## src/qasmp_pkg.sv

```systemverilog
// Shared types, constants and helpers for the quad ADC slave memory protocol unit.
// No dependencies; imported by the front, queue, back and top-level modules.
package qasmp_pkg;

    localparam int PAGE_BYTES = 8;
    localparam int PAGE_TOTAL = 4;
    localparam int MEM_BYTES  = PAGE_BYTES * PAGE_TOTAL;
    localparam int ADDR_W     = $clog2(MEM_BYTES);
    localparam int CNT_W      = $clog2(PAGE_BYTES);
    localparam int QDEPTH     = 2;
    localparam int QPTR_W     = $clog2(QDEPTH);
    localparam int QCNT_W     = $clog2(QDEPTH + 1);

    // highest page start; anything above it wraps to zero
    localparam logic [15:0] LAST_START = 16'((PAGE_TOTAL - 1) * PAGE_BYTES);

    localparam logic [7:0] CMD_READ    = 8'hAA;
    localparam logic [7:0] CMD_WRITE   = 8'h55;
    localparam logic [7:0] CMD_CONVERT = 8'h3C;

    localparam int         INIT_IDX = 'h1C;
    localparam logic [7:0] INIT_VAL = 8'h40;

    localparam logic [1:0] ACT_BUS   = 2'd0;
    localparam logic [1:0] ACT_HOST  = 2'd1;
    localparam logic [1:0] ACT_START = 2'd2;

    typedef enum logic [2:0] {
        OP_HOST,   // host channel write: two memory bytes
        OP_CMD,    // command byte: restart CRC with it
        OP_ADD,    // fold byte into CRC only
        OP_READ,   // last address byte, then send one page and the CRC
        OP_WDATA,  // store a data byte; final one sends the CRC
        OP_CONV    // last convert byte, then CRC and two status bits
    } t_op;

    typedef struct packed {
        t_op               op;
        logic [7:0]        data;
        logic [7:0]        hi;
        logic [1:0]        chan;
        logic [ADDR_W-1:0] addr;
        logic              final_byte;
    } t_qent;

    // CRC16, reflected polynomial 0xA001, one byte
    function automatic logic [15:0] crc_byte(input logic [15:0] crc, input logic [7:0] b);
        logic [15:0] c;
        c = crc ^ {8'h00, b};
        for (int k = 0; k < 8; k++) begin
            if (c[0]) begin
                c = (c >> 1) ^ 16'hA001;
            end else begin
                c = c >> 1;
            end
        end
        return c;
    endfunction

    // content of a memory byte that has never been written
    function automatic logic [7:0] mem_init_byte(input logic [ADDR_W-1:0] idx);
        logic [7:0] v;
        v = 8'h00;
        if ((MEM_BYTES > INIT_IDX) && (int'(idx) == INIT_IDX)) begin
            v = INIT_VAL;
        end
        return v;
    endfunction

endpackage

```

## src/qasmp_ram.sv

```systemverilog
// Generic single-port-write, single-port-read RAM with registered read data.
// Self-contained; no package dependency.
module qasmp_ram #(
    parameter int WIDTH = 8,
    parameter int DEPTH = 32
) (
    input  logic                     i_clk,
    input  logic                     i_wr_en,
    input  logic [$clog2(DEPTH)-1:0] i_wr_addr,
    input  logic [WIDTH-1:0]         i_wr_data,
    input  logic                     i_rd_en,
    input  logic [$clog2(DEPTH)-1:0] i_rd_addr,
    output logic [WIDTH-1:0]         o_rd_data
);

    logic [WIDTH-1:0] r_mem [DEPTH];
    logic [WIDTH-1:0] r_rd_data;

    always_ff @(posedge i_clk) begin
        if (i_wr_en) begin
            r_mem[i_wr_addr] <= i_wr_data;
        end
        if (i_rd_en) begin
            r_rd_data <= r_mem[i_rd_addr];
        end
    end

    assign o_rd_data = r_rd_data;

endmodule

```

## src/qasmp_queue.sv

```systemverilog
// Short FIFO of classified operations between the front and back parts.
// Depends on qasmp_pkg for the entry type and depth.
module qasmp_queue (
    input  logic             i_clk,
    input  logic             i_rst_n,
    input  logic             i_push,
    input  qasmp_pkg::t_qent i_ent,
    output logic             o_full,
    input  logic             i_pop,
    output qasmp_pkg::t_qent o_ent,
    output logic             o_empty
);
    import qasmp_pkg::*;

    t_qent              r_slot [QDEPTH];
    logic [QPTR_W-1:0]  r_wptr, n_wptr;
    logic [QPTR_W-1:0]  r_rptr, n_rptr;
    logic [QCNT_W-1:0]  r_count, n_count;
    logic               push_ok, pop_ok;

    assign o_full  = (r_count == QCNT_W'(QDEPTH));
    assign o_empty = (r_count == '0);
    assign push_ok = i_push && !o_full;
    assign pop_ok  = i_pop && !o_empty;
    assign o_ent   = r_slot[r_rptr];

    always_comb begin
        n_wptr  = r_wptr;
        n_rptr  = r_rptr;
        n_count = r_count;
        if (push_ok) begin
            n_wptr = (r_wptr == QPTR_W'(QDEPTH - 1)) ? '0 : r_wptr + 1'b1;
        end
        if (pop_ok) begin
            n_rptr = (r_rptr == QPTR_W'(QDEPTH - 1)) ? '0 : r_rptr + 1'b1;
        end
        if (push_ok && !pop_ok) begin
            n_count = r_count + 1'b1;
        end else if (pop_ok && !push_ok) begin
            n_count = r_count - 1'b1;
        end
    end

    always_ff @(posedge i_clk) begin
        if (!i_rst_n) begin
            r_wptr  <= '0;
            r_rptr  <= '0;
            r_count <= '0;
        end else begin
            r_wptr  <= n_wptr;
            r_rptr  <= n_rptr;
            r_count <= n_count;
        end
    end

    always_ff @(posedge i_clk) begin
        if (push_ok) begin
            r_slot[r_wptr] <= i_ent;
        end
    end

endmodule

```

## src/qasmp_front.sv

```systemverilog
// Front part: accepts input items, tracks the bus transaction phase and
// queues the memory/CRC operations each item implies. Depends on qasmp_pkg.
module qasmp_front (
    input  logic             i_clk,
    input  logic             i_rst_n,
    input  logic             i_in_valid,
    output logic             o_in_ready,
    input  logic [1:0]       i_action,
    input  logic [7:0]       i_bus_byte,
    input  logic [1:0]       i_channel,
    input  logic [15:0]      i_channel_value,
    output logic             o_push,
    output qasmp_pkg::t_qent o_ent,
    input  logic             i_full
);
    import qasmp_pkg::*;

    typedef enum logic [6:0] {
        PH_IDLE    = 7'b000_0001,
        PH_CMD     = 7'b000_0010,
        PH_ADDR_LO = 7'b000_0100,
        PH_ADDR_HI = 7'b000_1000,
        PH_WDATA   = 7'b001_0000,
        PH_CONV1   = 7'b010_0000,
        PH_CONV2   = 7'b100_0000
    } t_phase;

    t_phase            r_phase, n_phase;
    logic              r_is_read, n_is_read;
    logic [7:0]        r_addr_lo, n_addr_lo;
    logic [ADDR_W-1:0] r_addr, n_addr;
    logic [CNT_W-1:0]  r_cnt, n_cnt;
    logic              accept;
    logic [15:0]       full_addr;
    logic [ADDR_W-1:0] page_addr;

    assign o_in_ready = !i_full;
    assign accept     = i_in_valid && !i_full;
    assign full_addr  = {i_bus_byte, r_addr_lo};
    assign page_addr  = (full_addr > LAST_START) ? '0 : full_addr[ADDR_W-1:0];

    always_comb begin
        n_phase   = r_phase;
        n_is_read = r_is_read;
        n_addr_lo = r_addr_lo;
        n_addr    = r_addr;
        n_cnt     = r_cnt;
        o_push    = 1'b0;
        o_ent.op         = OP_ADD;
        o_ent.data       = i_bus_byte;
        o_ent.hi         = i_channel_value[15:8];
        o_ent.chan       = i_channel;
        o_ent.addr       = r_addr + ADDR_W'(r_cnt);
        o_ent.final_byte = (r_cnt == CNT_W'(PAGE_BYTES - 1));

        if (accept) begin
            unique case (i_action)
                ACT_HOST: begin
                    o_push     = 1'b1;
                    o_ent.op   = OP_HOST;
                    o_ent.data = i_channel_value[7:0];
                end
                ACT_START: begin
                    n_phase = PH_CMD;
                end
                ACT_BUS: begin
                    unique case (r_phase)
                        PH_CMD: begin
                            o_ent.op = OP_CMD;
                            if (i_bus_byte == CMD_READ || i_bus_byte == CMD_WRITE) begin
                                o_push    = 1'b1;
                                n_is_read = (i_bus_byte == CMD_READ);
                                n_phase   = PH_ADDR_LO;
                            end else if (i_bus_byte == CMD_CONVERT) begin
                                o_push  = 1'b1;
                                n_phase = PH_CONV1;
                            end else begin
                                n_phase = PH_IDLE;
                            end
                        end
                        PH_ADDR_LO: begin
                            o_push    = 1'b1;
                            n_addr_lo = i_bus_byte;
                            n_phase   = PH_ADDR_HI;
                        end
                        PH_ADDR_HI: begin
                            o_push     = 1'b1;
                            o_ent.addr = page_addr;
                            if (r_is_read) begin
                                o_ent.op = OP_READ;
                                n_phase  = PH_IDLE;
                            end else begin
                                n_addr  = page_addr;
                                n_cnt   = '0;
                                n_phase = PH_WDATA;
                            end
                        end
                        PH_WDATA: begin
                            o_push   = 1'b1;
                            o_ent.op = OP_WDATA;
                            if (o_ent.final_byte) begin
                                n_cnt   = '0;
                                n_phase = PH_IDLE;
                            end else begin
                                n_cnt = r_cnt + 1'b1;
                            end
                        end
                        PH_CONV1: begin
                            o_push  = 1'b1;
                            n_phase = PH_CONV2;
                        end
                        PH_CONV2: begin
                            o_push   = 1'b1;
                            o_ent.op = OP_CONV;
                            n_phase  = PH_IDLE;
                        end
                        default: begin
                            // idle: drop stray bus bytes
                        end
                    endcase
                end
                default: begin
                    // unused action code: drop
                end
            endcase
        end
    end

    always_ff @(posedge i_clk) begin
        if (!i_rst_n) begin
            r_phase   <= PH_IDLE;
            r_is_read <= 1'b0;
            r_cnt     <= '0;
        end else begin
            r_phase   <= n_phase;
            r_is_read <= n_is_read;
            r_cnt     <= n_cnt;
        end
    end

    always_ff @(posedge i_clk) begin
        r_addr_lo <= n_addr_lo;
        r_addr    <= n_addr;
    end

endmodule

```

## src/qasmp_back.sv

```systemverilog
// Back part: carries out queued operations on the byte memory and the CRC,
// and drives the registered result channel. Depends on qasmp_pkg, qasmp_ram.
module qasmp_back (
    input  logic             i_clk,
    input  logic             i_rst_n,
    input  qasmp_pkg::t_qent i_ent,
    input  logic             i_empty,
    output logic             o_pop,
    output logic             o_out_valid,
    input  logic             i_out_ready,
    output logic             o_kind,
    output logic [7:0]       o_out_value,
    output logic             o_last
);
    import qasmp_pkg::*;

    typedef enum logic [7:0] {
        S_IDLE    = 8'b0000_0001,
        S_HOST_HI = 8'b0000_0010,
        S_RD_ADDR = 8'b0000_0100,
        S_RD_DATA = 8'b0000_1000,
        S_CRC_LO  = 8'b0001_0000,
        S_CRC_HI  = 8'b0010_0000,
        S_BIT0    = 8'b0100_0000,
        S_BIT1    = 8'b1000_0000
    } t_state;

    t_state            r_state, n_state;
    t_qent             r_ent, n_ent;
    logic [15:0]       r_crc, n_crc;
    logic              r_conv, n_conv;
    logic [CNT_W-1:0]  r_cnt, n_cnt;
    logic [MEM_BYTES-1:0] r_vld;
    logic              r_rd_vld;
    logic [ADDR_W-1:0] r_rd_idx;
    logic              r_ovalid, n_ovalid;
    logic              r_okind, n_okind;
    logic [7:0]        r_oval, n_oval;
    logic              r_olast, n_olast;

    logic              out_free;
    logic              wr_en, rd_en;
    logic [ADDR_W-1:0] wr_addr, rd_addr;
    logic [7:0]        wr_data, rd_data, rd_byte;
    logic [2:0]        hi_pos;

    assign out_free = !r_ovalid || i_out_ready;
    assign hi_pos   = {r_ent.chan, 1'b1};
    assign rd_addr  = r_ent.addr + ADDR_W'(r_cnt);
    assign rd_en    = (r_state == S_RD_ADDR);
    assign rd_byte  = r_rd_vld ? rd_data : mem_init_byte(r_rd_idx);

    qasmp_ram #(
        .WIDTH (8),
        .DEPTH (MEM_BYTES)
    ) u_mem (
        .i_clk     (i_clk),
        .i_wr_en   (wr_en),
        .i_wr_addr (wr_addr),
        .i_wr_data (wr_data),
        .i_rd_en   (rd_en),
        .i_rd_addr (rd_addr),
        .o_rd_data (rd_data)
    );

    always_comb begin
        n_state  = r_state;
        n_ent    = r_ent;
        n_crc    = r_crc;
        n_conv   = r_conv;
        n_cnt    = r_cnt;
        n_ovalid = r_ovalid && !i_out_ready;
        n_okind  = r_okind;
        n_oval   = r_oval;
        n_olast  = r_olast;
        o_pop    = 1'b0;
        wr_en    = 1'b0;
        wr_addr  = i_ent.addr;
        wr_data  = i_ent.data;

        unique case (r_state)
            S_IDLE: begin
                if (!i_empty) begin
                    o_pop = 1'b1;
                    n_ent = i_ent;
                    unique case (i_ent.op)
                        OP_HOST: begin
                            wr_en   = (int'({i_ent.chan, 1'b0}) < MEM_BYTES);
                            wr_addr = ADDR_W'({i_ent.chan, 1'b0});
                            n_state = S_HOST_HI;
                        end
                        OP_CMD: begin
                            n_crc = crc_byte(16'h0000, i_ent.data);
                        end
                        OP_READ: begin
                            n_crc   = crc_byte(r_crc, i_ent.data);
                            n_cnt   = '0;
                            n_state = S_RD_ADDR;
                        end
                        OP_WDATA: begin
                            wr_en = 1'b1;
                            n_crc = crc_byte(r_crc, i_ent.data);
                            if (i_ent.final_byte) begin
                                n_conv  = 1'b0;
                                n_state = S_CRC_LO;
                            end
                        end
                        OP_CONV: begin
                            n_crc   = crc_byte(r_crc, i_ent.data);
                            n_conv  = 1'b1;
                            n_state = S_CRC_LO;
                        end
                        default: begin
                            n_crc = crc_byte(r_crc, i_ent.data);
                        end
                    endcase
                end
            end
            S_HOST_HI: begin
                wr_en   = (int'(hi_pos) < MEM_BYTES);
                wr_addr = ADDR_W'(hi_pos);
                wr_data = r_ent.hi;
                n_state = S_IDLE;
            end
            S_RD_ADDR: begin
                n_state = S_RD_DATA;
            end
            S_RD_DATA: begin
                if (out_free) begin
                    n_ovalid = 1'b1;
                    n_okind  = 1'b0;
                    n_oval   = rd_byte;
                    n_olast  = 1'b0;
                    n_crc    = crc_byte(r_crc, rd_byte);
                    if (r_cnt == CNT_W'(PAGE_BYTES - 1)) begin
                        n_conv  = 1'b0;
                        n_state = S_CRC_LO;
                    end else begin
                        n_cnt   = r_cnt + 1'b1;
                        n_state = S_RD_ADDR;
                    end
                end
            end
            S_CRC_LO: begin
                if (out_free) begin
                    n_ovalid = 1'b1;
                    n_okind  = 1'b0;
                    n_oval   = ~r_crc[7:0];
                    n_olast  = 1'b0;
                    n_state  = S_CRC_HI;
                end
            end
            S_CRC_HI: begin
                if (out_free) begin
                    n_ovalid = 1'b1;
                    n_okind  = 1'b0;
                    n_oval   = ~r_crc[15:8];
                    n_olast  = !r_conv;
                    n_state  = r_conv ? S_BIT0 : S_IDLE;
                end
            end
            S_BIT0: begin
                if (out_free) begin
                    n_ovalid = 1'b1;
                    n_okind  = 1'b1;
                    n_oval   = 8'h00;
                    n_olast  = 1'b0;
                    n_state  = S_BIT1;
                end
            end
            S_BIT1: begin
                if (out_free) begin
                    n_ovalid = 1'b1;
                    n_okind  = 1'b1;
                    n_oval   = 8'h01;
                    n_olast  = 1'b1;
                    n_state  = S_IDLE;
                end
            end
            default: begin
                n_state = S_IDLE;
            end
        endcase
    end

    always_ff @(posedge i_clk) begin
        if (!i_rst_n) begin
            r_state  <= S_IDLE;
            r_crc    <= '0;
            r_conv   <= 1'b0;
            r_cnt    <= '0;
            r_vld    <= '0;
            r_ovalid <= 1'b0;
        end else begin
            r_state  <= n_state;
            r_crc    <= n_crc;
            r_conv   <= n_conv;
            r_cnt    <= n_cnt;
            r_ovalid <= n_ovalid;
            if (wr_en) begin
                r_vld[wr_addr] <= 1'b1;
            end
        end
    end

    always_ff @(posedge i_clk) begin
        r_ent   <= n_ent;
        r_okind <= n_okind;
        r_oval  <= n_oval;
        r_olast <= n_olast;
        // hold the written flag of the byte being read, beside its data
        if (rd_en) begin
            r_rd_vld <= r_vld[rd_addr];
            r_rd_idx <= rd_addr;
        end
    end

    assign o_out_valid = r_ovalid;
    assign o_kind      = r_okind;
    assign o_out_value = r_oval;
    assign o_last      = r_olast;

endmodule

```

## src/quad_adc_slave_memory_protocol_unit.sv

```systemverilog
// Quad ADC bus slave: 32-byte paged memory with read, write and convert
// commands, each closed by the inverted CRC16 of the command's traffic.
// Every input item is taken while the two-entry operation queue has room;
// items that cause no result (start, stray or unknown bytes) are dropped at
// once, address and convert bytes are folded into the CRC straight from the
// queue, a host channel write needs a further state for its high byte (one
// memory write port). Result items leave through an output register at one
// per cycle for CRC bytes and status bits while the receiver is ready; page
// bytes pass an address state and a data state each because of the registered
// memory read. Unwritten memory bytes read as their reset value through
// per-byte written flags, so the block is ready straight after reset with no clearing pass.
// Depends on qasmp_pkg, qasmp_front, qasmp_queue, qasmp_back, qasmp_ram.
module quad_adc_slave_memory_protocol_unit (
    input  logic        i_clk,
    input  logic        i_rst_n,
    input  logic        i_in_valid,
    output logic        o_in_ready,
    input  logic [1:0]  i_action,
    input  logic [7:0]  i_bus_byte,
    input  logic [1:0]  i_channel,
    input  logic [15:0] i_channel_value,
    output logic        o_out_valid,
    input  logic        i_out_ready,
    output logic        o_kind,
    output logic [7:0]  o_out_value,
    output logic        o_last
);
    import qasmp_pkg::*;

    t_qent push_ent, pop_ent;
    logic  push, pop, q_full, q_empty;

    qasmp_front u_front (
        .i_clk           (i_clk),
        .i_rst_n         (i_rst_n),
        .i_in_valid      (i_in_valid),
        .o_in_ready      (o_in_ready),
        .i_action        (i_action),
        .i_bus_byte      (i_bus_byte),
        .i_channel       (i_channel),
        .i_channel_value (i_channel_value),
        .o_push          (push),
        .o_ent           (push_ent),
        .i_full          (q_full)
    );

    qasmp_queue u_queue (
        .i_clk   (i_clk),
        .i_rst_n (i_rst_n),
        .i_push  (push),
        .i_ent   (push_ent),
        .o_full  (q_full),
        .i_pop   (pop),
        .o_ent   (pop_ent),
        .o_empty (q_empty)
    );

    qasmp_back u_back (
        .i_clk       (i_clk),
        .i_rst_n     (i_rst_n),
        .i_ent       (pop_ent),
        .i_empty     (q_empty),
        .o_pop       (pop),
        .o_out_valid (o_out_valid),
        .i_out_ready (i_out_ready),
        .o_kind      (o_kind),
        .o_out_value (o_out_value),
        .o_last      (o_last)
    );

endmodule

```

## config.mk

```make
export PLATFORM = sky130hd
export DESIGN_NAME = quad_adc_slave_memory_protocol_unit
export DESIGN_NICKNAME = d
export VERILOG_FILES = /design/src/qasmp_pkg.sv /design/src/qasmp_ram.sv /design/src/qasmp_queue.sv /design/src/qasmp_front.sv /design/src/qasmp_back.sv /design/src/quad_adc_slave_memory_protocol_unit.sv
export SDC_FILE = /design/constraint.sdc
export NUM_CORES = 1
export LEC_CHECK = 0
export ABC_CLOCK_PERIOD_IN_PS = 3900
export BUFFER_PORTS_ARGS = -buffer_cell sky130_fd_sc_hd__clkbuf_2
export CORE_AREA = 3 3 189 191
export CTS_BUF_LIST = sky130_fd_sc_hd__clkbuf_16
export CTS_CLUSTER_SIZE = 12
export DETAILED_ROUTE_END_ITERATION = 7
export DIE_AREA = 0 0 192 194
export GPL_ROUTABILITY_DRIVEN = 0
export PLACE_DENSITY = 0.78
export SYNTH_ARGS = -nofsm -noshare
export SYNTH_HDL_FRONTEND = slang
export SYNTH_HIERARCHICAL = 1
export SYNTH_SLANG_ARGS = --single-unit
```

## constraint.sdc

```tcl
create_clock -name i_clk -period 3.9 [get_ports i_clk]
set_clock_uncertainty 0.1 [all_clocks]
set_input_delay 0.78 -clock i_clk [delete_from_list [all_inputs] [get_ports i_clk]]
set_output_delay 0.78 -clock i_clk [all_outputs]
set_load 0.1 [all_outputs]
```

==> metrics.sh, run 1 <==
SYNTHARSTFLOPSHARE=0
CTS_POST_SETUP_BUFFERS_INSERTED=0
MULTIINPUTGATEAREA_MM2=0.006332
FILL_CELL_INSTANCE_COUNT_OF_THE_FINAL_LAYOUT=2367
MOST_USED_DFF_POST_SYNTH='sky130_fd_sc_hd__edfxtp_1'
FINAL-MAX-SLEW-VIOLATION-COUNT=0
TRITONCTS.NUM_BUFFERS=46
POWER.LEAKAGE_nW=7.437
WORSTPATHARRIVAL_NS=3.81
POST_SYNTH_MUX_AREA_SHARE=0.1392
CLOCK_TREE.ROOT_CELL='sky130_fd_sc_hd__clkbuf_16'
GRT_PASS1_WL_UM=65500
ROUTE.DETAILED.DRC=0
REG2REG_SETUP_SLACK_NS=0.17
CLOCK_POWER_SHARE=0.341
PORTBUFFERS=43
CRITICAL_PATH.STARTPOINT='u_back/r_state[4]'
NUMCLOCKSINKS=439
SYNTH_FA_HA_AREA_FRAC=0.009273
WHS_NS=0.3181
GLOBAL_ROUTE_TOTAL_OVERFLOW=0
WORST_R2R_PATH_DEPTH=7
YOSYSSEQAREASHARE=0.6478
POST_ROUTE_CELLS_DRIVE_ABOVE_1_SHARE=0.2369
MIN_PERIOD_OVER_PERIOD=0.9557
POWER.DENSITY_CELL_AREA_mW_PER_MM2=542.2
FINALHOLDVIOLCOUNT=0
DESIGN_AREA_MM2=0.02153
PEAKVDDDROP_mV=0.3778
YOSYS.AREA.TOP_TYPE_SHARE=0.5673
INTERNAL_POWER_mW=8.591
GRT_SETUP_UNREPAIRED='true'
DETAIL_ROUTE.VIAS_PER_CELL=6.195
POST-ROUTE-WORST-SETUP-SLACK_NS=0.1729
DRTITER0DRC=1243
CRITICAL-PATH-TOP-CELL-BY-COUNT='sky130_fd_sc_hd__or3_1'
WORST_HOLD_PATH_TYPE='in -> reg'
REPORT.POWER.TOTAL_mW=11.67
CLOCK_PATH_BUFFERS=3
SYNTH_AREA_MM2=0.01916
PIN_COUNT=44
DRT-PASS1-ITER-COUNT=7
DPL_CELL_AREA_MM2=0.02015
TIMING.CRITICAL_PATH.REQUIRED_NS=3.98
OVERALL_VIA_COUNT_FROM_DETAIL_ROUTE=11318
SYNTH_TOP_FAMILY_BY_AREA='multiplexers'
SETUP_VIOLATIONS=0
DIE_HEIGHT_UM=194
REGAREA_MM2=0.01241
MAX_FREQ_MHz=268.3
SYNTH_NETS=1295
SYNTH.TOP_CELLS.BY_AREA='sky130_fd_sc_hd__edfxtp_1 (57%), sky130_fd_sc_hd__mux4_2 (11%), sky130_fd_sc_hd__dfxtp_1 (8.0%)'
LAYOUT_OVERHEAD_ON_THE_SYNTHESIZED_AREA_PCT=12.37
CRITICAL_PATH.MAX_FANOUT=9
POSTROUTEANTENNANETS=0
SETUP.WORST_PATH.END='u_back/u_mem/r_mem[16][3]'
PSW_mW=3.082
HOLD-PATH-CELL-COUNT=1
COMB_POWER_SHARE=0.192
CAP_VIOLATIONS=0
ANTENNA_VIOLATIONS_BEFORE_REPAIR=0
CRITICAL_PATH.MAX_STAGE_DELAY_NS=0.63
POST-DP-HPWL_UM=27440
CRITICAL-PATH-SLOWEST-CELL='sky130_fd_sc_hd__or3b_2'
WORST_SETUP_HOLD_PATH_CLK_SLEW_NS=0.06
DPL.CELL_COUNT=1742
CORE_REGION_AREA_MM2=0.03429
GRT_PASS1_VIAS=11324
TIMING_WORST_SETUP_PATH_TYPE='reg -> reg'
CLOCK_INSERTION_DELAY_WORST_SKEW_NS=0.56
SYNTH.MOST_COMMON_CELL='sky130_fd_sc_hd__edfxtp_1'
CRITPATHLAUNCHTYPE='register'
DETAILEDPLACE.WORSTSLACK_NS=0.2397
WORST_SETUP_PATH_END_KIND='register'
SYNTH_COMPOUND_GATE_AREA_SHARE=0.05485
SYNTH_ENABLE_FLOP_CELLS=362
CORE.ROWCOUNT=68
SYNTH-SIMPLE-AREA-SHARE=0.09194
GROUTE.USAGE.OVERALL=0.2291
SYNTHESIS.YOSYS.WARNINGS=6
SYN_INST=1250
SEQPWRFRAC=0.467
SYNTH_TOP_AREA_CELL='sky130_fd_sc_hd__edfxtp_1'
DIE_W_UM=192
POSTSYNTHAREAPERCELL_UM2=15.33
CTS_HTREE_LEVELS=2
PERIOD_MINUS_SLACK_NS=3.727
DETAIL_ROUTE.WL_PER_CELL_UM=23.14
CP_CELL_SEQUENCE='or3_1 -> or3_1 -> or3_1 -> a22oi_4 -> nand2_1 -> or3b_2 -> nor2_1'
WORST_SLEW_PIN_SLEW_NS=1.206
POST_SYNTH_MOST_FREQUENT_CELLS='sky130_fd_sc_hd__edfxtp_1 (362), sky130_fd_sc_hd__nand2_1 (92), sky130_fd_sc_hd__mux4_2 (90), sky130_fd_sc_hd__nor2_1 (83), sky130_fd_sc_hd__dfxtp_1 (77)'
TRITONCTS='done'
REG2REG_FROM='u_back/r_state[4]'
YS_FF_LATCH=439
FLOORPLAN.DIE_AREA_MM2=0.03725
SYNTHXORXNORAREAFRAC=0.03317
SHARE_OF_TOTAL_POWER_CONSUMED_BY_NET_SWITCHING=0.2641
FINAL_CELLS=1827
STATUS='complete, no violations'
SLEW_HEADROOM=0.1901
FINISH.NET_COUNT=1380
GRT_START_MAX_NET_PINS=39
POSTROUTEWIRELENGTH_UM=42270
WORST_R2R_ENDPOINT='u_back/u_mem/r_mem[16][3]'
START_UTIL=0.5588
SYNTH_CELL_TYPE_COUNT=82
INSERTEDDIODECOUNT=0
==> layout by cell type (no fill, tap or decap), types with 8 or more instances in the layout <==
master	count
sky130_fd_sc_hd__o211a_1	9
sky130_fd_sc_hd__mux2i_1	11
sky130_fd_sc_hd__edfxtp_1	362
sky130_fd_sc_hd__buf_4	60
sky130_fd_sc_hd__o21ai_0	36
sky130_fd_sc_hd__nor4_1	10
sky130_fd_sc_hd__dfxtp_1	77
sky130_fd_sc_hd__nor2_1	83
sky130_fd_sc_hd__a21oi_1	27
sky130_fd_sc_hd__clkbuf_16	46
sky130_fd_sc_hd__clkbuf_2	43
sky130_fd_sc_hd__or3_1	17
sky130_fd_sc_hd__and2_1	12
sky130_fd_sc_hd__mux4_2	90
sky130_fd_sc_hd__xnor2_1	33
sky130_fd_sc_hd__nand3_1	20
sky130_fd_sc_hd__o21a_1	21
sky130_fd_sc_hd__nor3_1	14
sky130_fd_sc_hd__inv_1	44
sky130_fd_sc_hd__o211ai_1	8
sky130_fd_sc_hd__xor2_1	28
sky130_fd_sc_hd__mux2_2	45
sky130_fd_sc_hd__nor2b_1	30
sky130_fd_sc_hd__nand2_1	92
sky130_fd_sc_hd__ha_1	10
==> worst min path at each step <==
| stage | slack, ns | to | from |
|---|---|---|---|
| CTS | 0.30 | u_queue/r_slot[0][8] | i_channel_value[8] |
| global placement | 0.33 | u_back/r_vld[29] | u_back/r_vld[29] |
| finish | 0.32 | u_queue/r_slot[0][8] | i_channel_value[8] |
| floorplan | 0.32 | u_back/r_vld[12] | u_back/r_vld[12] |
| global route | 0.30 | u_queue/r_slot[0][6] | i_channel[0] |
| detailed placement | 0.35 | u_back/r_vld[12] | u_back/r_vld[12] |
==> layer usage <==
layer	GRT usage	up-vias	wire, um
li1	-	4974	-
met1	0.3271	5754	17330
met2	0.3696	494	20840
met3	0.03381	96	2959
met4	0.07070	0	1149
met5	0	-	0
==> sequential cells by signal (all words and copies together) (netlist names), 2 cells and up, named ones only <==
name,count
u_queue/r_count,2
u_back/r_state,8
u_front/r_cnt,3
u_back/hi_pos,2
u_front/r_phase,7
u_back/r_vld,32
u_front/r_addr_lo,8
u_front/r_addr,5
u_back/r_rd_idx,5
u_back/r_cnt,3
u_back/u_mem/r_mem,256
u_queue/r_slot,54
u_back/r_ent,13
u_back/r_crc,16
u_back/u_mem/o_rd_data,8
u_back/o_out_value,8
==> power by group through the flow <==
stage	clock, mW	combinational (mW)	sequential (mW)
final	3.98	2.24	5.45
after global routing	4.24	2.40	5.47
after CTS	4.06	2.24	5.45
after detailed placement	0	2.22	5.54
after global placement	0	2.17	5.54
after floorplan	0	1.64	5.51
==> metrics by stage <==
step | setup TNS, ns | utilization
3_3_place_gp | 0 | 0.5875
6_report | 0 | 0.6279
2_1_floorplan | 0 | -
5_1_grt | -0.01630 | 0.6279
3_5_place_dp | 0 | 0.5875
4_1_cts | 0 | 0.6279
==> repair_timing <==
action,4_1_cts,5_1_grt
gates resized for setup,0,0
endpoints found under the setup margin,0,6
hold endpoints to repair,0,0
hold buffers,0,0
==> critical path, delay by kind of cell, from the launching register on <==
kind / cells / cell delay (ns)
simple gates: 6 / 2.64
flops: 1 / 0.41
compound gates: 1 / 0.20
==> kinds of logic after synthesis <==
| group | after synthesis |
|---|---|
| flip-flops | 439 |
| adder cells (fa/ha/maj) | 13 |
| XOR/XNOR | 67 |
| buffers and inverters | 93 |
| multiplexers | 148 |
| AO/OA/AOI/OAI | 152 |
| AND/OR/NAND/NOR | 338 |
==> layout make-up <==
type | count | area share
sequential | 439 | 0.5765
multi-input combinational | 718 | 0.2941
clock buffer | 46 | 0.05346
timing repair buffer | 107 | 0.03464
tap | 455 | 0.02644
clock inverter | 39 | 0.01087
inverter | 23 | 0.004010
Note: power is estimated with default switching activity, not from simulation.
==> run 2: changes to the inputs <==
BUFFER_PORTS_ARGS = -buffer_cell sky130_fd_sc_hd__buf_4   (was -buffer_cell sky130_fd_sc_hd__clkbuf_2)
==> run 2 against run 1 <==
  * Final area is essentially flat
  * Wire length grew 0.24%
  * Utilization is essentially flat
  * Combinational power is essentially flat
  * Non-clock buffer count shrank 4
  * Total power shrank 0.32%
  * Sequential power is essentially flat
  * Register-to-register slack gained 0.12 ns
  * Clock power shrank 2%
  * Global-route usage grew 0.33 points
  * Critical endpoint is now u_back/u_mem/r_mem[13][1]
==> metrics.sh, run 2 (synthesis results as in run 1) <==
STATUS='complete, no violations'
CLOCK_INSERTION_DELAY_WORST_SKEW_NS=0.56  # about the same
FLOORPLAN.DIE_AREA_MM2=0.03725  # unchanged
TIMING_WORST_SETUP_PATH_TYPE='reg -> reg'
WORSTPATHARRIVAL_NS=3.78  # -0.03 ns
HOLD-PATH-CELL-COUNT=1  # unchanged
TRITONCTS.NUM_BUFFERS=45  # -2.2%
MAX_FFS_PER_REGISTER=256  # unchanged
PEAKVDDDROP_mV=0.3377  # -11%
WORST_R2R_PATH_DEPTH=10  # +3
WORST_SLEW_PIN_SLEW_NS=1.299  # +0.09244 ns
GRT_START_MAX_NET_PINS=68  # +74%
POSTROUTEWIRELENGTH_UM=42370  # +0.24%
CTS_POST_SETUP_BUFFERS_INSERTED=0  # unchanged
DPL.CELL_COUNT=1738  # -0.23%
WORST_HOLD_PATH_TYPE='in -> reg'
LAYOUT_TOP_REGISTERS='u_back/u_mem/r_mem x256, u_queue/r_slot x54, u_back/r_vld x32'
DETAIL_ROUTE.WL_PER_CELL_UM=23.40  # +1.1%
START_UTIL=0.5588  # unchanged
CTS_HOLD_BUFFERS=0  # unchanged
DETAIL_ROUTE.VIAS_PER_CELL=6.173  # -0.36%
MAX_FREQ_MHz=277.1  # +3.3%
PIN_COUNT=44  # unchanged
DIE_HEIGHT_UM=194  # unchanged
CRITICAL-PATH-TOP-CELL-BY-COUNT='sky130_fd_sc_hd__buf_4'
MOST_COMMON_CELL_AFTER_LAYOUT_FILL_AND_TAPS_ASIDE='sky130_fd_sc_hd__edfxtp_1'
GROUTE.USAGE.OVERALL=0.2324  # +0.003279
CTS_REPAIR_RESIZE_COUNT=0  # unchanged
CLOCK_TREE.ROOT_CELL='sky130_fd_sc_hd__clkbuf_16'
LARGEST_REGISTER='u_back/u_mem/r_mem'
CP_CELL_SEQUENCE='mux2_2 -> nor3_1 -> buf_4 -> a21oi_1 -> or3_1 -> a22oi_4 -> nand2_1 -> nand3b_1 -> nor2_1 -> buf_4'
CAP_VIOLATIONS=0  # unchanged
DRTITER0DRC=1221  # -1.8%
GLOBAL_ROUTE_TOTAL_OVERFLOW=0  # unchanged
LAYOUT_OVERHEAD_ON_THE_SYNTHESIZED_AREA_PCT=12.39  # about the same
FINISH.NET_COUNT=1375  # -0.36%
ANTENNA_VIOLATIONS_BEFORE_REPAIR=1  # +1
CORE.ROWCOUNT=68  # unchanged
WORST_SETUP_PATH_END_KIND='register'
PERIOD_MINUS_SLACK_NS=3.609  # -0.1178 ns
POSTROUTEANTENNANETS=0  # unchanged
INSERTEDDIODECOUNT=0  # unchanged
FINAL_CELLS=1811  # -0.88%
CRITPATHLAUNCHTYPE='register'
CTS_HTREE_LEVELS=2  # unchanged
GRT_PASS1_VIAS=11198  # -1.1%
WORST_SETUP_HOLD_PATH_CLK_SLEW_NS=0.06  # about the same
GRT_SETUP_UNREPAIRED='false'
DIE_W_UM=192  # unchanged
TIMING.SETUP.TNS_NS=0  # unchanged
MIN_PERIOD_OVER_PERIOD=0.9255  # -0.03021
POST-DP-HPWL_UM=27220  # -0.79%
PORTBUFFERS=43  # unchanged
POWER.LEAKAGE_nW=7.376  # -0.82%
COMMONEST_CELLS_AFTER_ROUTING_FILL_AND_TAPS_ASIDE='sky130_fd_sc_hd__edfxtp_1 (362), sky130_fd_sc_hd__buf_4 (99), sky130_fd_sc_hd__nand2_1 (92)'
OVERALL_VIA_COUNT_FROM_DETAIL_ROUTE=11179  # -1.2%
GRT_PASS1_WL_UM=66210  # +1.1%
CRITICAL-PATH-SLOWEST-CELL='sky130_fd_sc_hd__or3_1'
SLEW_HEADROOM=0.1281  # -0.06207
POST_ROUTE_CELLS_DRIVE_ABOVE_1_SHARE=0.2338  # -0.003105
NUMCLOCKSINKS=439  # unchanged
ROUTE.DETAILED.DRC=0  # unchanged
FINALHOLDVIOLCOUNT=0  # unchanged
TIMING.CRITICAL_PATH.REQUIRED_NS=4.08  # +0.10 ns
SETUP_VIOLATIONS=0  # unchanged
CRITICAL_PATH.MAX_STAGE_DELAY_NS=0.47  # -0.16 ns
CORE_REGION_AREA_MM2=0.03429  # unchanged
CLOCK_PATH_BUFFERS=3  # unchanged
DRT-PASS1-ITER-COUNT=5  # -2
TRITONCTS='done'
FINAL-MAX-SLEW-VIOLATION-COUNT=0  # unchanged
CRITICAL_PATH.MAX_FANOUT=8  # -1
POWER.DENSITY_CELL_AREA_mW_PER_MM2=540.3  # -0.34%
FILL_CELL_INSTANCE_COUNT_OF_THE_FINAL_LAYOUT=2414  # +2.0%
run 2: final timing paths:
path / startpoint / endpoint / slack (ns)
hold reg to reg: u_back/r_vld[15] / u_back/r_vld[15] / 0.36
setup reg to reg: register / u_back/u_mem/r_mem[13][1] / 0.29
setup / recovery: register / u_back/u_mem/r_mem[13][1] / 0.29
hold / removal: i_channel[1] / u_queue/r_slot[0][7] / 0.30
run 2: power by group:
group | leakage [nW] | internal [mW] | switching (mW)
clock network | 0.684 | 2.21 | 1.70
registers | 3.90 | 5.33 | 0.130
logic | 2.79 | 0.992 | 1.27
total | 7.38 | 8.54 | 3.10
run 2: area by class of cell:
type	instances	area, um^2	share of cell area
clock buffers	45	1126	0.05229
flip-flops and latches	439	12410	0.5763
well taps	455	569.3	0.02643
inverters	23	86.33	0.004009
repair buffers	103	823.3	0.03823
clock inverters	28	186.4	0.008657
multi-input cells	718	6332	0.2940
run 2: critical path, delay by kind of cell (launching register included):
family                 cells  cell delay, ns
flip-flops                 1            0.41
buffers and inverters      2            0.39
AO/OA/AOI/OAI              2            0.25
AND/OR/NAND/NOR            5            1.74
multiplexers               1            0.43
run 2: layer usage:
| layer | up-vias | track usage | wire, um |
|---|---|---|---|
| li1 | 4950 | - | - |
| met1 | 5731 | 0.3318 | 17490 |
| met2 | 420 | 0.3688 | 20840 |
| met3 | 76 | 0.04267 | 2927 |
| met4 | 2 | 0.07043 | 1099 |
| met5 | - | 0 | 13 |
run 2: stage by stage:
stage / hold WS [ns] / total power, mW / area (um^2) / worst slack, ns / util
CTS: 0.2763 / 11.70 / 21540 / 0.3693 / 0.6281
global route: 0.2790 / 12.09 / 21540 / 0.1854 / 0.6281
global placement: 0.3306 / 7.728 / 20220 / 0.4731 / 0.5898
floorplan: 0.3198 / 7.148 / 19160 / 0.1782 / -
finish: 0.3043 / 11.64 / 21540 / 0.2907 / 0.6281
detailed placement: 0.3432 / 7.790 / 20220 / 0.3720 / 0.5898
==> run 3: changes to the inputs <==
MAX_ROUTING_LAYER = met4   (was unset)
==> run 3 against run 2 <==
  * Worst hold slack better by 0.0017 ns
  * Largest power group unchanged
  * Combinational power hardly changed
  * Critical endpoint unchanged
  * Clock power hardly changed
  * Largest cell class unchanged
==> metrics.sh, run 3 (synthesis results as in run 1) <==
DETAIL_ROUTE.VIAS_PER_CELL=6.150  # -0.38%
CTS_HOLD_BUFFERS=0  # unchanged
WORST_HOLD_PATH_TYPE='in -> reg'
WORST_SLEW_PIN_SLEW_NS=1.230  # -0.06885 ns
SETUP_VIOLATIONS=0  # unchanged
MOST_COMMON_CELL_AFTER_LAYOUT_FILL_AND_TAPS_ASIDE='sky130_fd_sc_hd__edfxtp_1'
POWER.LEAKAGE_nW=7.376  # about the same
POST-ROUTE-WORST-SETUP-SLACK_NS=0.2704  # -0.02030 ns
CRITICAL-PATH-TOP-CELL-BY-COUNT='sky130_fd_sc_hd__or3_1'
ROUTE.DETAILED.DRC=0  # unchanged
GRT_SETUP_UNREPAIRED='false'
DRTITER0DRC=1320  # +8.1%
WORST_R2R_PATH_DEPTH=8  # -2
MAX_FREQ_MHz=275.5  # -0.56%
CORE_REGION_AREA_MM2=0.03429  # unchanged
GRT_START_MAX_NET_PINS=68  # unchanged
GRT_PASS1_VIAS=11185  # -0.12%
FINISH.NET_COUNT=1375  # unchanged
TRITONCTS.NUM_BUFFERS=45  # unchanged
TIMING.SETUP.TNS_NS=0  # unchanged
CLOCK_INSERTION_DELAY_WORST_SKEW_NS=0.56  # about the same
DIE_W_UM=192  # unchanged
TIMING_WORST_SETUP_PATH_TYPE='reg -> reg'
GROUTE.USAGE.OVERALL=0.2393  # +0.006913
DRT-PASS1-ITER-COUNT=5  # unchanged
CLOCK_PATH_BUFFERS=3  # unchanged
MAX_FFS_PER_REGISTER=256  # unchanged
CTS_POST_SETUP_BUFFERS_INSERTED=0  # unchanged
CP_CELL_SEQUENCE='or3_1 -> or3_1 -> or3_1 -> a22oi_4 -> nand2_1 -> nand3b_1 -> nor2_1 -> buf_4'
GLOBAL_ROUTE_TOTAL_OVERFLOW=0  # unchanged
CORE.ROWCOUNT=68  # unchanged
OVERALL_VIA_COUNT_FROM_DETAIL_ROUTE=11143  # -0.32%
COMMONEST_CELLS_AFTER_ROUTING_FILL_AND_TAPS_ASIDE='sky130_fd_sc_hd__edfxtp_1 (362), sky130_fd_sc_hd__buf_4 (99), sky130_fd_sc_hd__nand2_1 (92)'
LAYOUT_OVERHEAD_ON_THE_SYNTHESIZED_AREA_PCT=12.41  # about the same
PEAKVDDDROP_mV=0.3370  # -0.22%
ANTENNA_VIOLATIONS_BEFORE_REPAIR=1  # unchanged
GRT_PASS1_WL_UM=66270  # +0.10%
WORSTPATHARRIVAL_NS=3.80  # +0.02 ns
FINALHOLDVIOLCOUNT=0  # unchanged
POWER.DENSITY_CELL_AREA_mW_PER_MM2=539.9  # about the same
REG2REG_SETUP_SLACK_NS=0.27  # -0.02 ns
CRITICAL-PATH-SLOWEST-CELL='sky130_fd_sc_hd__or3_1'
POSTROUTEWIRELENGTH_UM=42290  # -0.19%
CRITICAL_PATH.MAX_FANOUT=12  # +4
CRITICAL_PATH.MAX_STAGE_DELAY_NS=0.53  # +0.06 ns
NUMCLOCKSINKS=439  # unchanged
CTS_HTREE_LEVELS=2  # unchanged
WORST_R2R_ENDPOINT='u_back/u_mem/r_mem[13][1]'
TIMING.CRITICAL_PATH.REQUIRED_NS=4.07  # about the same
MIN_PERIOD_OVER_PERIOD=0.9307  # +0.005205
PIN_COUNT=44  # unchanged
LARGEST_REGISTER='u_back/u_mem/r_mem'
STATUS='complete, no violations'
WORST_SETUP_PATH_END_KIND='register'
CTS_REPAIR_RESIZE_COUNT=0  # unchanged
POST_ROUTE_CELLS_DRIVE_ABOVE_1_SHARE=0.2338  # unchanged
REG2REG_FROM='u_back/r_state[6]'
PERIOD_MINUS_SLACK_NS=3.630  # +0.02030 ns
FLOORPLAN.DIE_AREA_MM2=0.03725  # unchanged
HOLD_PATH.STARTPOINT='i_channel[1]'
FILL_CELL_INSTANCE_COUNT_OF_THE_FINAL_LAYOUT=2413  # -0.041%
FINAL-MAX-SLEW-VIOLATION-COUNT=0  # unchanged
ENDPOINT_OF_THE_WORST_HOLD_PATH='u_queue/r_slot[1][7]'
SLEW_HEADROOM=0.1743  # +0.04623
CLOCK_TREE.ROOT_CELL='sky130_fd_sc_hd__clkbuf_16'
PORTBUFFERS=43  # unchanged
LAYOUT_TOP_REGISTERS='u_back/u_mem/r_mem x256, u_queue/r_slot x54, u_back/r_vld x32'
START_UTIL=0.5588  # unchanged
TRITONCTS='done'
CRITPATHLAUNCHTYPE='register'
WORST_SETUP_HOLD_PATH_CLK_SLEW_NS=0.06  # about the same
DETAILEDPLACE.WORSTSLACK_NS=0.3720  # unchanged
HOLD-PATH-CELL-COUNT=1  # unchanged
DETAIL_ROUTE.WL_PER_CELL_UM=23.34  # -0.24%
DIE_HEIGHT_UM=194  # unchanged
CAP_VIOLATIONS=0  # unchanged
POSTROUTEANTENNANETS=0  # unchanged
POST-DP-HPWL_UM=27220  # unchanged
## run 3: cell count changes in the layout (fill, tap and decap cells not counted), sizes merged
cell   before  now
diode       0    1
## run 3: worst max-delay path: cells and delay by family, from the launching register on
family	cells	cell delay (ns)
AND/OR/NAND/NOR	6	2.37
flip-flops	1	0.45
buffers and inverters	1	0.22
AO/OA/AOI/OAI	1	0.20
## run 3: metrics by stage
| step | power, mW | cell area (um^2) | utilization | instances | hold WS (ns) |
|---|---|---|---|---|---|
| final | 11.63 | 21540 | 0.6282 | 1812 | 0.3061 |
| after floorplan | 7.148 | 19160 | - | 1250 | 0.3198 |
| after global placement | 7.728 | 20220 | 0.5898 | 1738 | 0.3306 |
| after CTS | 11.70 | 21540 | 0.6281 | 1811 | 0.2763 |
| after detailed placement | 7.790 | 20220 | 0.5898 | 1738 | 0.3432 |
| after global routing | 12.09 | 21540 | 0.6282 | 1812 | 0.2790 |
## run 3: worst max path at each step
stage / start / to
6_report: u_back/r_state[6] / u_back/u_mem/r_mem[13][1]
5_1_grt: register / u_back/u_mem/r_mem[13][1]
4_1_cts: register / u_back/u_mem/r_mem[13][1]
3_5_place_dp: i_bus_byte[6] / u_queue/r_slot[0][14]
3_3_place_gp: i_bus_byte[6] / u_queue/r_count[1]
2_1_floorplan: register / u_back/u_mem/r_mem[0][0]
## run 3: area by class of cell
class | instances | area [um^2] | area share
Antenna cell | 1 | 2.502 | 0.0001162
Clock buffer | 45 | 1126 | 0.05228
Clock inverter | 28 | 186.4 | 0.008656
Inverter | 23 | 86.33 | 0.004008
Multi-Input combinational cell | 718 | 6332 | 0.2940
Sequential cell | 439 | 12410 | 0.5763
Tap cell | 455 | 569.3 | 0.02643
Timing Repair Buffer | 103 | 823.3 | 0.03822
## run 3: where the power goes
part	switching (mW)	internal (mW)	total (mW)	leakage (nW)
clock	1.70	2.21	3.91	0.684
combinational	1.26	0.992	2.25	2.79
sequential	0.130	5.33	5.46	3.90
## run 3: layer usage
metal  track usage  vias to the layer above  share of wire
met5             -                        -              0
met4       0.07258                        0          0.027
met3       0.04249                       81          0.074
met2        0.3675                      456           0.49
met1        0.3317                     5660           0.41
li1              -                     4946              -
